[config.mk]
export PLATFORM = sky130hd
export DESIGN_NAME = pausable_stopwatch_with_slot_timers_flat
export DESIGN_NICKNAME = d
export VERILOG_FILES = /design/src/rtl/psw_pkg.sv /design/src/rtl/psw_if.sv /design/src/rtl/psw_pool.sv /design/src/rtl/pausable_stopwatch_with_slot_timers.sv /design/src/flat_wrapper.sv
export SDC_FILE = /design/constraint.sdc
export NUM_CORES = 1
export LEC_CHECK = 0
export ABC_AREA = 1
export ABC_CLOCK_PERIOD_IN_PS = 16700
export BUFFER_PORTS_ARGS = -buffer_cell sky130_fd_sc_hd__buf_2
export CAP_MARGIN = 20
export CORE_MARGIN = 10
export CORE_UTILIZATION = 55
export CTS_BUF_LIST = sky130_fd_sc_hd__clkbuf_4 sky130_fd_sc_hd__clkbuf_8 sky130_fd_sc_hd__clkbuf_16
export DETAILED_ROUTE_END_ITERATION = 10
export PLACE_DENSITY = 0.71
export SLEW_MARGIN = 15
export SYNTH_ARGS = -nofsm -noshare
export SYNTH_HDL_FRONTEND = slang
export SYNTH_SLANG_ARGS = --single-unit
[constraint.sdc]
create_clock -name clk -period 16.7 [get_ports clk]
set_input_delay 3.34 -clock clk [delete_from_list [all_inputs] [get_ports clk]]
set_output_delay 3.34 -clock clk [all_outputs]
set_load 0.03 [all_outputs]
[src/rtl/psw_pkg.sv]
// Shared types and constants for the pausable stopwatch with slot timers.
// No dependencies; every other file of the block imports this package.
package psw_pkg;

    // Size of the slot pool; slot 0 is reserved and never granted.
    localparam int SLOTS  = 8;
    localparam int SLOT_W = $clog2(SLOTS);
    // Holds up to SLOTS-1 slots in use.
    localparam int CNT_W  = $clog2(SLOTS);

    typedef logic [3:0]  action_t;
    typedef logic [2:0]  slot_t;
    typedef logic [31:0] time_t;

    localparam action_t ACT_TICK     = 4'd0;
    localparam action_t ACT_START    = 4'd1;
    localparam action_t ACT_PAUSE    = 4'd2;
    localparam action_t ACT_RESET    = 4'd3;
    localparam action_t ACT_REGISTER = 4'd4;
    localparam action_t ACT_RELEASE  = 4'd5;
    localparam action_t ACT_ARM      = 4'd6;
    localparam action_t ACT_CLEAR    = 4'd7;
    localparam action_t ACT_QUERY    = 4'd8;

    // Command from the stopwatch stage to the slot pool.
    typedef struct packed {
        logic    go;
        action_t action;
        slot_t   slot;
        time_t   duration_ms;
        time_t   elapsed_ms;
    } pool_cmd_t;

    // Status of the addressed slot after the command.
    typedef struct packed {
        logic  slot_valid;
        logic  slot_armed;
        logic  slot_expired;
        slot_t granted_slot;
    } pool_stat_t;

endpackage

[src/rtl/psw_if.sv]
// Valid/ready channel interfaces for commands and results.
// Depends on psw_pkg for the payload types.
interface psw_cmd_if;
    logic                valid;
    logic                ready;
    psw_pkg::action_t    action;
    psw_pkg::slot_t      slot;
    psw_pkg::time_t      duration_ms;

    modport source (output valid, action, slot, duration_ms, input ready);
    modport sink   (input valid, action, slot, duration_ms, output ready);
endinterface

interface psw_res_if;
    logic                valid;
    logic                ready;
    psw_pkg::time_t      elapsed_ms;
    logic                slot_valid;
    logic                slot_armed;
    logic                slot_expired;
    psw_pkg::slot_t      granted_slot;

    modport source (output valid, elapsed_ms, slot_valid, slot_armed, slot_expired,
                    granted_slot, input ready);
    modport sink   (input valid, elapsed_ms, slot_valid, slot_armed, slot_expired,
                    granted_slot, output ready);
endinterface

[src/rtl/psw_pool.sv]
// Slot pool: allocation marks, use count, per-slot duration and origin.
// Depends on psw_pkg; driven by the top level's processing stage.
module psw_pool (
    input  logic                clk,
    input  logic                rst_n,
    input  psw_pkg::pool_cmd_t  cmd,
    output psw_pkg::pool_stat_t stat
);
    import psw_pkg::*;

    logic [SLOTS-1:0]  used_reg;
    logic [SLOTS-1:0]  used_next;
    logic [CNT_W-1:0]  cnt_reg;
    logic [CNT_W-1:0]  cnt_next;
    time_t             dur_mem [SLOTS];
    time_t             org_mem [SLOTS];

    logic              wr_en;
    logic [SLOT_W-1:0] wr_idx;
    time_t             wr_dur;
    time_t             wr_org;

    logic [SLOT_W-1:0] s_idx;
    logic              s_ok;
    logic              found;
    logic [SLOT_W-1:0] free_idx;
    logic              grant;
    logic              valid_post;
    time_t             dur_post;
    time_t             org_post;
    time_t             since_arm;

    assign s_idx = SLOT_W'(cmd.slot);
    assign s_ok  = (cmd.slot != '0) && (32'(cmd.slot) < 32'(SLOTS)) && used_reg[s_idx];

    // Find the lowest free slot above the reserved one.
    always_comb
    begin
        found    = 1'b0;
        free_idx = '0;
        for (int i = 1; i < SLOTS; i++)
        begin
            if (!found && !used_reg[i])
            begin
                found    = 1'b1;
                free_idx = SLOT_W'(i);
            end
        end
    end

    assign grant = cmd.go && (cmd.action == ACT_REGISTER) && found
                   && (cnt_reg < CNT_W'(SLOTS - 1));

    always_comb
    begin
        used_next = used_reg;
        cnt_next  = cnt_reg;
        wr_en     = 1'b0;
        wr_idx    = s_idx;
        wr_dur    = '0;
        wr_org    = '0;
        if (cmd.go)
        begin
            case (cmd.action)
                ACT_RESET:
                begin
                    used_next    = '0;
                    used_next[0] = 1'b1;
                    cnt_next     = '0;
                end
                ACT_REGISTER:
                begin
                    // Fresh slot starts disarmed: zero its entry on grant.
                    if (grant)
                    begin
                        used_next[free_idx] = 1'b1;
                        cnt_next            = cnt_reg + 1'b1;
                        wr_en               = 1'b1;
                        wr_idx              = free_idx;
                    end
                end
                ACT_RELEASE:
                begin
                    if (s_ok)
                    begin
                        used_next[s_idx] = 1'b0;
                        if (cnt_reg != '0)
                            cnt_next = cnt_reg - 1'b1;
                    end
                end
                ACT_ARM:
                begin
                    if (s_ok)
                    begin
                        wr_en  = 1'b1;
                        wr_dur = cmd.duration_ms;
                        wr_org = cmd.elapsed_ms;
                    end
                end
                ACT_CLEAR:
                begin
                    wr_en = s_ok;
                end
                default:
                begin
                end
            endcase
        end
    end

    always_ff @(posedge clk or negedge rst_n)
    begin
        if (!rst_n)
        begin
            used_reg    <= '0;
            used_reg[0] <= 1'b1;
            cnt_reg     <= '0;
        end
        else
        begin
            used_reg <= used_next;
            cnt_reg  <= cnt_next;
        end
    end

    always_ff @(posedge clk)
    begin
        if (wr_en)
        begin
            dur_mem[wr_idx] <= wr_dur;
            org_mem[wr_idx] <= wr_org;
        end
    end

    // Status after this command: forward the pending write.
    assign valid_post = (cmd.slot != '0) && (32'(cmd.slot) < 32'(SLOTS)) && used_next[s_idx];
    assign dur_post   = (wr_en && wr_idx == s_idx) ? wr_dur : dur_mem[s_idx];
    assign org_post   = (wr_en && wr_idx == s_idx) ? wr_org : org_mem[s_idx];
    assign since_arm  = cmd.elapsed_ms - org_post;

    assign stat.slot_valid   = valid_post;
    assign stat.slot_armed   = valid_post && (dur_post != '0);
    assign stat.slot_expired = valid_post && (since_arm >= dur_post);
    assign stat.granted_slot = grant ? slot_t'(free_idx) : '0;

endmodule

[src/rtl/pausable_stopwatch_with_slot_timers.sv]
// Top level of the pausable stopwatch with slot timers.
// Depends on psw_pkg, psw_if and psw_pool.
//
//  channel  | role   | transfer when        | payload
//  ---------+--------+----------------------+-------------------------------------------
//  cmd      | sink   | valid && ready       | action, slot, duration_ms
//  status   | source | valid && ready       | elapsed_ms, slot_valid/armed/expired,
//           |        |                      | granted_slot
//
// One command per cycle is taken at full rate while the status side keeps
// up. A command lands in the input register; once the result register is
// free or being emptied, the stopwatch update and the slot pool update are
// worked out together and the status lands in the result register.
// Reset clears the stopwatch, the allocation marks and both valid flags.
// A stalled status holds the result register and, behind it, the input
// register; the command side goes not-ready only when both are full.
module pausable_stopwatch_with_slot_timers (
    input  logic       clk,
    input  logic       rst_n,
    psw_cmd_if.sink    cmd,
    psw_res_if.source  status
);
    import psw_pkg::*;

    // Input register
    logic       in_v_reg;
    action_t    in_action_reg;
    slot_t      in_slot_reg;
    time_t      in_dur_reg;

    // Stopwatch state
    time_t      now_reg;
    time_t      now_next;
    time_t      origin_reg;
    time_t      origin_next;
    time_t      held_reg;
    time_t      held_next;
    logic       started_reg;
    logic       started_next;
    logic       paused_reg;
    logic       paused_next;

    // Result register
    logic       out_v_reg;
    time_t      out_el_reg;
    pool_stat_t out_stat_reg;

    logic       advance;
    time_t      el_pre;
    time_t      el_post;
    pool_cmd_t  pool_cmd;
    pool_stat_t pool_stat;

    // Move the held command into the result register when that slot is free.
    assign advance   = in_v_reg && (!out_v_reg || status.ready);
    assign cmd.ready = !in_v_reg || advance;

    assign el_pre = paused_reg ? held_reg : (now_reg - origin_reg);

    always_comb
    begin
        now_next     = now_reg;
        origin_next  = origin_reg;
        held_next    = held_reg;
        started_next = started_reg;
        paused_next  = paused_reg;
        case (in_action_reg)
            ACT_TICK:
            begin
                now_next = now_reg + 32'd1;
            end
            ACT_START:
            begin
                // First start latches the origin; a later one resumes from pause.
                if (!started_reg)
                begin
                    origin_next  = now_reg;
                    started_next = 1'b1;
                end
                else if (paused_reg)
                begin
                    origin_next = now_reg - held_reg;
                    paused_next = 1'b0;
                end
            end
            ACT_PAUSE:
            begin
                if (!paused_reg)
                begin
                    held_next   = el_pre;
                    paused_next = 1'b1;
                end
            end
            ACT_RESET:
            begin
                origin_next  = now_reg;
                held_next    = '0;
                started_next = 1'b1;
                paused_next  = 1'b0;
            end
            default:
            begin
            end
        endcase
    end

    assign el_post = paused_next ? held_next : (now_next - origin_next);

    assign pool_cmd.go          = advance;
    assign pool_cmd.action      = in_action_reg;
    assign pool_cmd.slot        = in_slot_reg;
    assign pool_cmd.duration_ms = in_dur_reg;
    assign pool_cmd.elapsed_ms  = el_post;

    psw_pool u_pool (
        .clk   (clk),
        .rst_n (rst_n),
        .cmd   (pool_cmd),
        .stat  (pool_stat)
    );

    // Control and stopwatch state
    always_ff @(posedge clk or negedge rst_n)
    begin
        if (!rst_n)
        begin
            in_v_reg    <= 1'b0;
            out_v_reg   <= 1'b0;
            now_reg     <= '0;
            origin_reg  <= '0;
            held_reg    <= '0;
            started_reg <= 1'b0;
            paused_reg  <= 1'b0;
        end
        else
        begin
            if (cmd.ready)
                in_v_reg <= cmd.valid;
            if (advance)
            begin
                out_v_reg   <= 1'b1;
                now_reg     <= now_next;
                origin_reg  <= origin_next;
                held_reg    <= held_next;
                started_reg <= started_next;
                paused_reg  <= paused_next;
            end
            else if (status.ready)
            begin
                out_v_reg <= 1'b0;
            end
        end
    end

    // Payload registers
    always_ff @(posedge clk)
    begin
        if (cmd.ready && cmd.valid)
        begin
            in_action_reg <= cmd.action;
            in_slot_reg   <= cmd.slot;
            in_dur_reg    <= cmd.duration_ms;
        end
        if (advance)
        begin
            out_el_reg   <= el_post;
            out_stat_reg <= pool_stat;
        end
    end

    assign status.valid        = out_v_reg;
    assign status.elapsed_ms   = out_el_reg;
    assign status.slot_valid   = out_stat_reg.slot_valid;
    assign status.slot_armed   = out_stat_reg.slot_armed;
    assign status.slot_expired = out_stat_reg.slot_expired;
    assign status.granted_slot = out_stat_reg.granted_slot;

endmodule

[src/flat_wrapper.sv]
// flat-port wrapper written by rule: the top's interface ports become plain ports
module pausable_stopwatch_with_slot_timers_flat import psw_pkg::*;
  (clk, rst_n, cmd_valid, cmd_action, cmd_slot, cmd_duration_ms, cmd_ready, status_valid, status_elapsed_ms, status_slot_valid, status_slot_armed, status_slot_expired, status_granted_slot, status_ready);
  psw_cmd_if cmd_i ();
  psw_res_if status_i ();
  input  logic clk;
  input  logic rst_n;
  input wire logic [$bits(cmd_i.valid)-1:0] cmd_valid;
  input wire logic [$bits(cmd_i.action)-1:0] cmd_action;
  input wire logic [$bits(cmd_i.slot)-1:0] cmd_slot;
  input wire logic [$bits(cmd_i.duration_ms)-1:0] cmd_duration_ms;
  output wire logic [$bits(cmd_i.ready)-1:0] cmd_ready;
  output wire logic [$bits(status_i.valid)-1:0] status_valid;
  output wire logic [$bits(status_i.elapsed_ms)-1:0] status_elapsed_ms;
  output wire logic [$bits(status_i.slot_valid)-1:0] status_slot_valid;
  output wire logic [$bits(status_i.slot_armed)-1:0] status_slot_armed;
  output wire logic [$bits(status_i.slot_expired)-1:0] status_slot_expired;
  output wire logic [$bits(status_i.granted_slot)-1:0] status_granted_slot;
  input wire logic [$bits(status_i.ready)-1:0] status_ready;
  assign cmd_i.valid = cmd_valid;
  assign cmd_i.action = cmd_action;
  assign cmd_i.slot = cmd_slot;
  assign cmd_i.duration_ms = cmd_duration_ms;
  assign cmd_ready = cmd_i.ready;
  assign status_valid = status_i.valid;
  assign status_elapsed_ms = status_i.elapsed_ms;
  assign status_slot_valid = status_i.slot_valid;
  assign status_slot_armed = status_i.slot_armed;
  assign status_slot_expired = status_i.slot_expired;
  assign status_granted_slot = status_i.granted_slot;
  assign status_i.ready = status_ready;
  pausable_stopwatch_with_slot_timers u_core (.clk(clk), .rst_n(rst_n), .cmd(cmd_i), .status(status_i));
endmodule
Yosys cells after proc, flatten, opt, wreduce, memory -nomap -nowiden:

Memory sizes are Yosys's and may differ from the RTL's. A register that Yosys moved wholly into a read port is not among the register bits.
Cells that the tools add are included.

* equal/unequal tests: 11
* bitwise logic cells: 3
* reduce and logical (&&, ||, !) cells: 42
* div/mod/pow operators: 0
* $mul: 0
* add/sub/neg operators: 7
* magnitude comparators: 6
* shift operators: 0
* mux-type cells: 60

Operators with widths (number)
* 2-to-1 mux 32 bit: 13
* case mux 32 bit (2 select lines): 2
* subtractor 32 bit: 4
* 2-to-1 mux 3 bit: 12
* adder 32 x 1 -> 32 bit, second input constant: 1
* >= comparator 32 bit: 1
* nonzero test 32 bit: 1
* 2-to-1 mux 8 bit: 3
* case mux 8 bit (3 select lines): 1
* 2-to-1 mux 1 bit: 20
* logical AND 1 bit: 18
* equality test 4 x 3 -> 1 bit, second input constant: 4
* zero test 1 bit: 13
* case mux 3 bit (3 select lines): 1
* nonzero test 3 bit: 3
* AND 8 bit: 1
* equality test 4 x 2 -> 1 bit, second input constant: 2
* < comparator 3 x 4 -> 1 bit, second input constant: 2
* NOT 8 bit: 1
* bitwise OR 8 bit: 1
* binary-select mux 1 bit (select 3 bit): 2
* demux 1 bit (select 3 bit): 2
* >= comparator 3 x 1 -> 1 bit, second input constant: 2
* inequality test 2 bit, second input constant: 3
* other kinds (13): 16

* memories kept: 2
* register bits: 188
* ROM bits: 0
* bits of input ports: 43
* bits in latches: 0
* bits in writable memories: 512
* logic and storage cells: 148
* output and inout port bits: 40

Memories
* u_core.u_pool.dur_mem: depth 8, bits a word 32, read ports 1, clocked after Yosys merged registers in 1, wr ports 1, RTL line psw_pool.sv:15 `time_t dur_mem [SLOTS];`
* u_core.u_pool.org_mem: depth 8, bits a word 32, read ports 1, clocked after Yosys merged registers in 1, wr ports 1, RTL line psw_pool.sv:16 `time_t org_mem [SLOTS];`

Depth between registers and ports, before layout:

* depth after elaboration: 30
* mapped depth: 49
* gate-level depth less buffers: 49

Hierarchy:

From an unflattened synthesis, not the netlist that was laid out.

* cells, all modules: 4050
* area total of the unflattened synthesis: 37683.6 um2

Modules (own cells, without submodules)
* psw_pool: seq. area each 15651.3 um2, cells an instance 2014, times used 1, area each 23403.7 um2
* pausable_stopwatch_with_slot_timers: seq. area each 4814.6 um2, cells an instance 2036, times used 1, area each 14279.9 um2

Worst setup path before layout:

No wires, ideal clock.

* path type: input-to-reg
* start point: in status_ready
* end point: mem u_core.u_pool.dur_mem[1][0] (netlist name) (enable)
* required time: 16135 ps
* arrival: 8744 ps
* stages on the path: 9
* library setup time: 565 ps
* path buffers: 1
* path slack: 7391 ps
* cell sequence: inv_1 nand2_1 nand2_1 nor3_2 nand2_2 buf_6 a21oi_1 inv_1 nor3_1

* cells in the longest elaborated chain, start to end: 10
* elaborated cells on any way between the ends: 13
* classes of those cells: mux: 8; reduce/logical: 5

Ends and longest elaborated chain
* start: declaration: RTL line flat_wrapper.sv:19 `input wire logic [$bits(status_i.ready)-1:0] status_ready;`
* logical OR 1 bit *: RTL line pausable_stopwatch_with_slot_timers.sv:55 `assign advance = in_v_reg && (!out_v_reg || status.ready);`
* logical AND 1 bit *: RTL line pausable_stopwatch_with_slot_timers.sv:55
* logical AND 1 bit (2 in series): RTL line psw_pool.sv:51 `assign grant = cmd.go && (cmd.action == ACT_REGISTER) && found`
* logical AND 1 bit: RTL line psw_pool.sv:52 `&& (cnt_reg < CNT_W'(SLOTS - 1));`
* 2-to-1 mux 1 bit: RTL line psw_pool.sv:74 `if (grant)`
* case mux 1 bit (3 select lines): RTL line psw_pool.sv:64 `case (cmd.action)`
* 2-to-1 mux 1 bit: RTL line psw_pool.sv:62 `if (cmd.go)`
* 2-to-1 mux 1 bit: RTL line psw_pool.sv:128 `if (wr_en)`
* 2-to-1 mux 1 bit (implied by the code): RTL line psw_pool.sv:130 `dur_mem[wr_idx] <= wr_dur;`
* end: declaration: RTL line psw_pool.sv:15

Mark *: on every way between the ends. The rest lies on a longest branch, timed or not.

==> results.cfg <==
[timing]
max_freq_mhz = 111
setup_viol = 0
setup_tns_ns = 0
clock_skew_ns = 0.0294
hold_ws_ns = 0.539
finalHoldViolations = 0
slew_viol_final = 0
relSlewSlack_pct = 25.9
worst_pin_slew_ns = 1.11
rsz0062_at_grt = false
period_minus_slack_ns = 9.01
finalCritPeriodShare_pct = 53.9

[logic_synthesis]
synth-seq-cells = 702
synthDominantCellAreaShare_pct = 47.4
yosysSeqAreaShare_pct = 55.0
synth.distinct_cells = 59
synthFlopType = edfxtp_1
synthArstFlopShare_pct = 15.7
netlist_instances = 3883
synth.top_cells.by_area = edfxtp_1, dfrtp_1, o21ai_0
synth_area_per_cell_um2 = 9.60
synth-edff-count = 589
yosys_warnings = 0
synthesis.area_um2 = 37300
yosysTopAreaCell = edfxtp_1

[drt]
drcViolationCount = 0
vias = 29300
wl_per_cell_um = 21.4
drt_iter0_drc = 3464
firstDrtPassIters = 7
viasPerCell = 5.98
drt_wl_total_um = 105000
ant_nets = 0

[floorplan]
die_w_um = 280
die_h_um = 280
core-area_um2 = 67200
rows = 95
ios = 83
start_util_pct = 55.5
dieArea_um2 = 78600

[min_path]
min_path_cells = 2
hold_path_class = reg2reg
min_to = u_core.origin_reg[29]
hold_path_startpoint = u_core.origin_reg[29]

[global_route]
first_global_vias = 27800
globalRouteOverflowTotal = 0
grt_pass1_wl_um = 161000
grt_antenna_before_repair = 3
track_usage_pct = 26.4
grt_max_degree = 209

[cts]
clk_pin_slew_ns = 0.06
root_buffer = clkbuf_16
cts_tree = yes
postCtsSetupBuffers = 0
cts_sinks = 702
clockBufferDepth = 3
cts_hold_buf = 0
h-tree-depth = 3
numCtsBuffers = 75
cts_resized = 0
clk_latency_ns = 0.64

[setup_path]
slowest_stage = a31oi_1
setup.worst_path.class = in2reg
endpoint_kind = register
cp.arrival_ns = 9.39
rrSetupSlack_ns = 7.81
max_stage_delay_ns = 0.45
rr_worst_depth = 39
r2r_end = u_core.status.slot_expired
start_kind = primary input
rr_startpoint = u_core.in_action_reg[1]
required_ns = 17.09
crit_path_frequent_cell = nand2_1
crit_path_max_fanout = 34

[cells_and_area]
final_nets = 4173
largestRegisters = u_core.u_pool.dur_mem (256), u_core.u_pool.org_mem (256)
mostFrequentLayoutCell = nand2_1
design_area_um2 = 41300
syn2layout_area_growth_pct = 10.8
n_antenna_cell = 0
layout-drive-gt1-share_pct = 7.99
layout_common_cells = nand2_1, edfxtp_1, o21ai_0, nor2_1, inv_1

[flow_run]
drv_cap = 0

[placed_design]
routabilityCongestion = 0.983
port_buffers = 82
postPlaceCellArea_um2 = 38700
dpl.hpwl_um = 71000

[outcome]
status = completed
==> worst max path at each step <==
stage / from / endpoint / slack, ns
2_1_floorplan: status_ready / u_core.u_pool.dur_mem[1][0] / 7.39
3_3_place_gp: status_ready / u_core.status.slot_expired / 7.27
3_5_place_dp: status_ready / u_core.status.slot_expired / 7.13
4_1_cts: status_ready / u_core.status.slot_expired / 7.78
5_1_grt: status_ready / u_core.status.slot_expired / 7.03
6_report: status_ready / u_core.status.slot_expired / 7.69
==> per-layer routing <==
metal | vias to the layer above | global-route usage [%] | wire length [um] | share of wire, %
li1 | 13900 | - | - | -
met1 | 14000 | 35.6 | 44200 | 42
met4 | 2 | 9.65 | 3390 | 3.2
met5 | - | 0 | 13 | 0.012
met2 | 1278 | 41.4 | 47700 | 45
met3 | 194 | 6.15 | 9790 | 9.3
==> Yosys cell counts, drive strengths merged (9+ instances only) <==
| library cell | instances |
|---|---|
| o21ai | 545 |
| nor2 | 411 |
| clkbuf | 150 |
| edfxtp | 589 |
| a32o | 9 |
| nor3 | 37 |
| ha | 156 |
| xor2 | 81 |
| inv | 376 |
| o21bai | 13 |
| o211ai | 51 |
| nor4 | 9 |
| o21a | 11 |
| buf | 25 |
| o221ai | 102 |
| a21oi | 232 |
| or2 | 17 |
| o22ai | 35 |
| a21boi | 9 |
| nand4 | 29 |
| dfrtp | 110 |
| nand2 | 616 |
| nand3 | 116 |
| xnor2 | 40 |
| a21o | 10 |
| a31oi | 61 |
==> layout make-up <==
type | count | area, um^2
sequential | 702 | 20500
tap | 873 | 1090
timing repair buffer | 121 | 718
clock buffer | 92 | 2020
clock inverter | 46 | 574
fill | 5543 | 25900
inverter | 377 | 1430
multi-input combinational | 2692 | 15000
==> worst max-delay path: cells and delay by family <==
| family | cells | cell delay [ns] |
|---|---|---|
| adder cells (fa/ha/maj) | 2 | 0.62 |
| XOR/XNOR | 1 | 0.19 |
| AND/OR/NAND/NOR | 13 | 1.75 |
| buffers and inverters | 3 | 0.38 |
| AO/OA/AOI/OAI | 15 | 3.07 |
==> cell families (layout without fill, tap and decap cells) <==
family | after synthesis | in the layout | synth area share, %
compound gates | 1098 | 1098 | 17.1
buf+inv | 552 | 636 | 5.68
xor+xnor | 121 | 121 | 2.84
simple gates | 1248 | 1248 | 13.8
fa+ha+maj | 161 | 161 | 5.50
other cells | 1 | 64 | 0.0101
flops | 702 | 702 | 55.0
==> per-stage QoR <==
| stage | worst slack, ns | cells | utilization (%) |
|---|---|---|---|
| after CTS | 7.78 | 4903 | 61.5 |
| after detailed placement | 7.13 | 4765 | 57.6 |
| final | 7.69 | 4903 | 61.5 |
| after global placement | 7.27 | 4765 | 57.6 |
| after floorplan | 7.39 | 3946 | - |
| after global routing | 7.03 | 4903 | 61.5 |
Power is not shown: default switching activity piles up to over one toggle a cycle in this logic, so the estimate is an artifact.
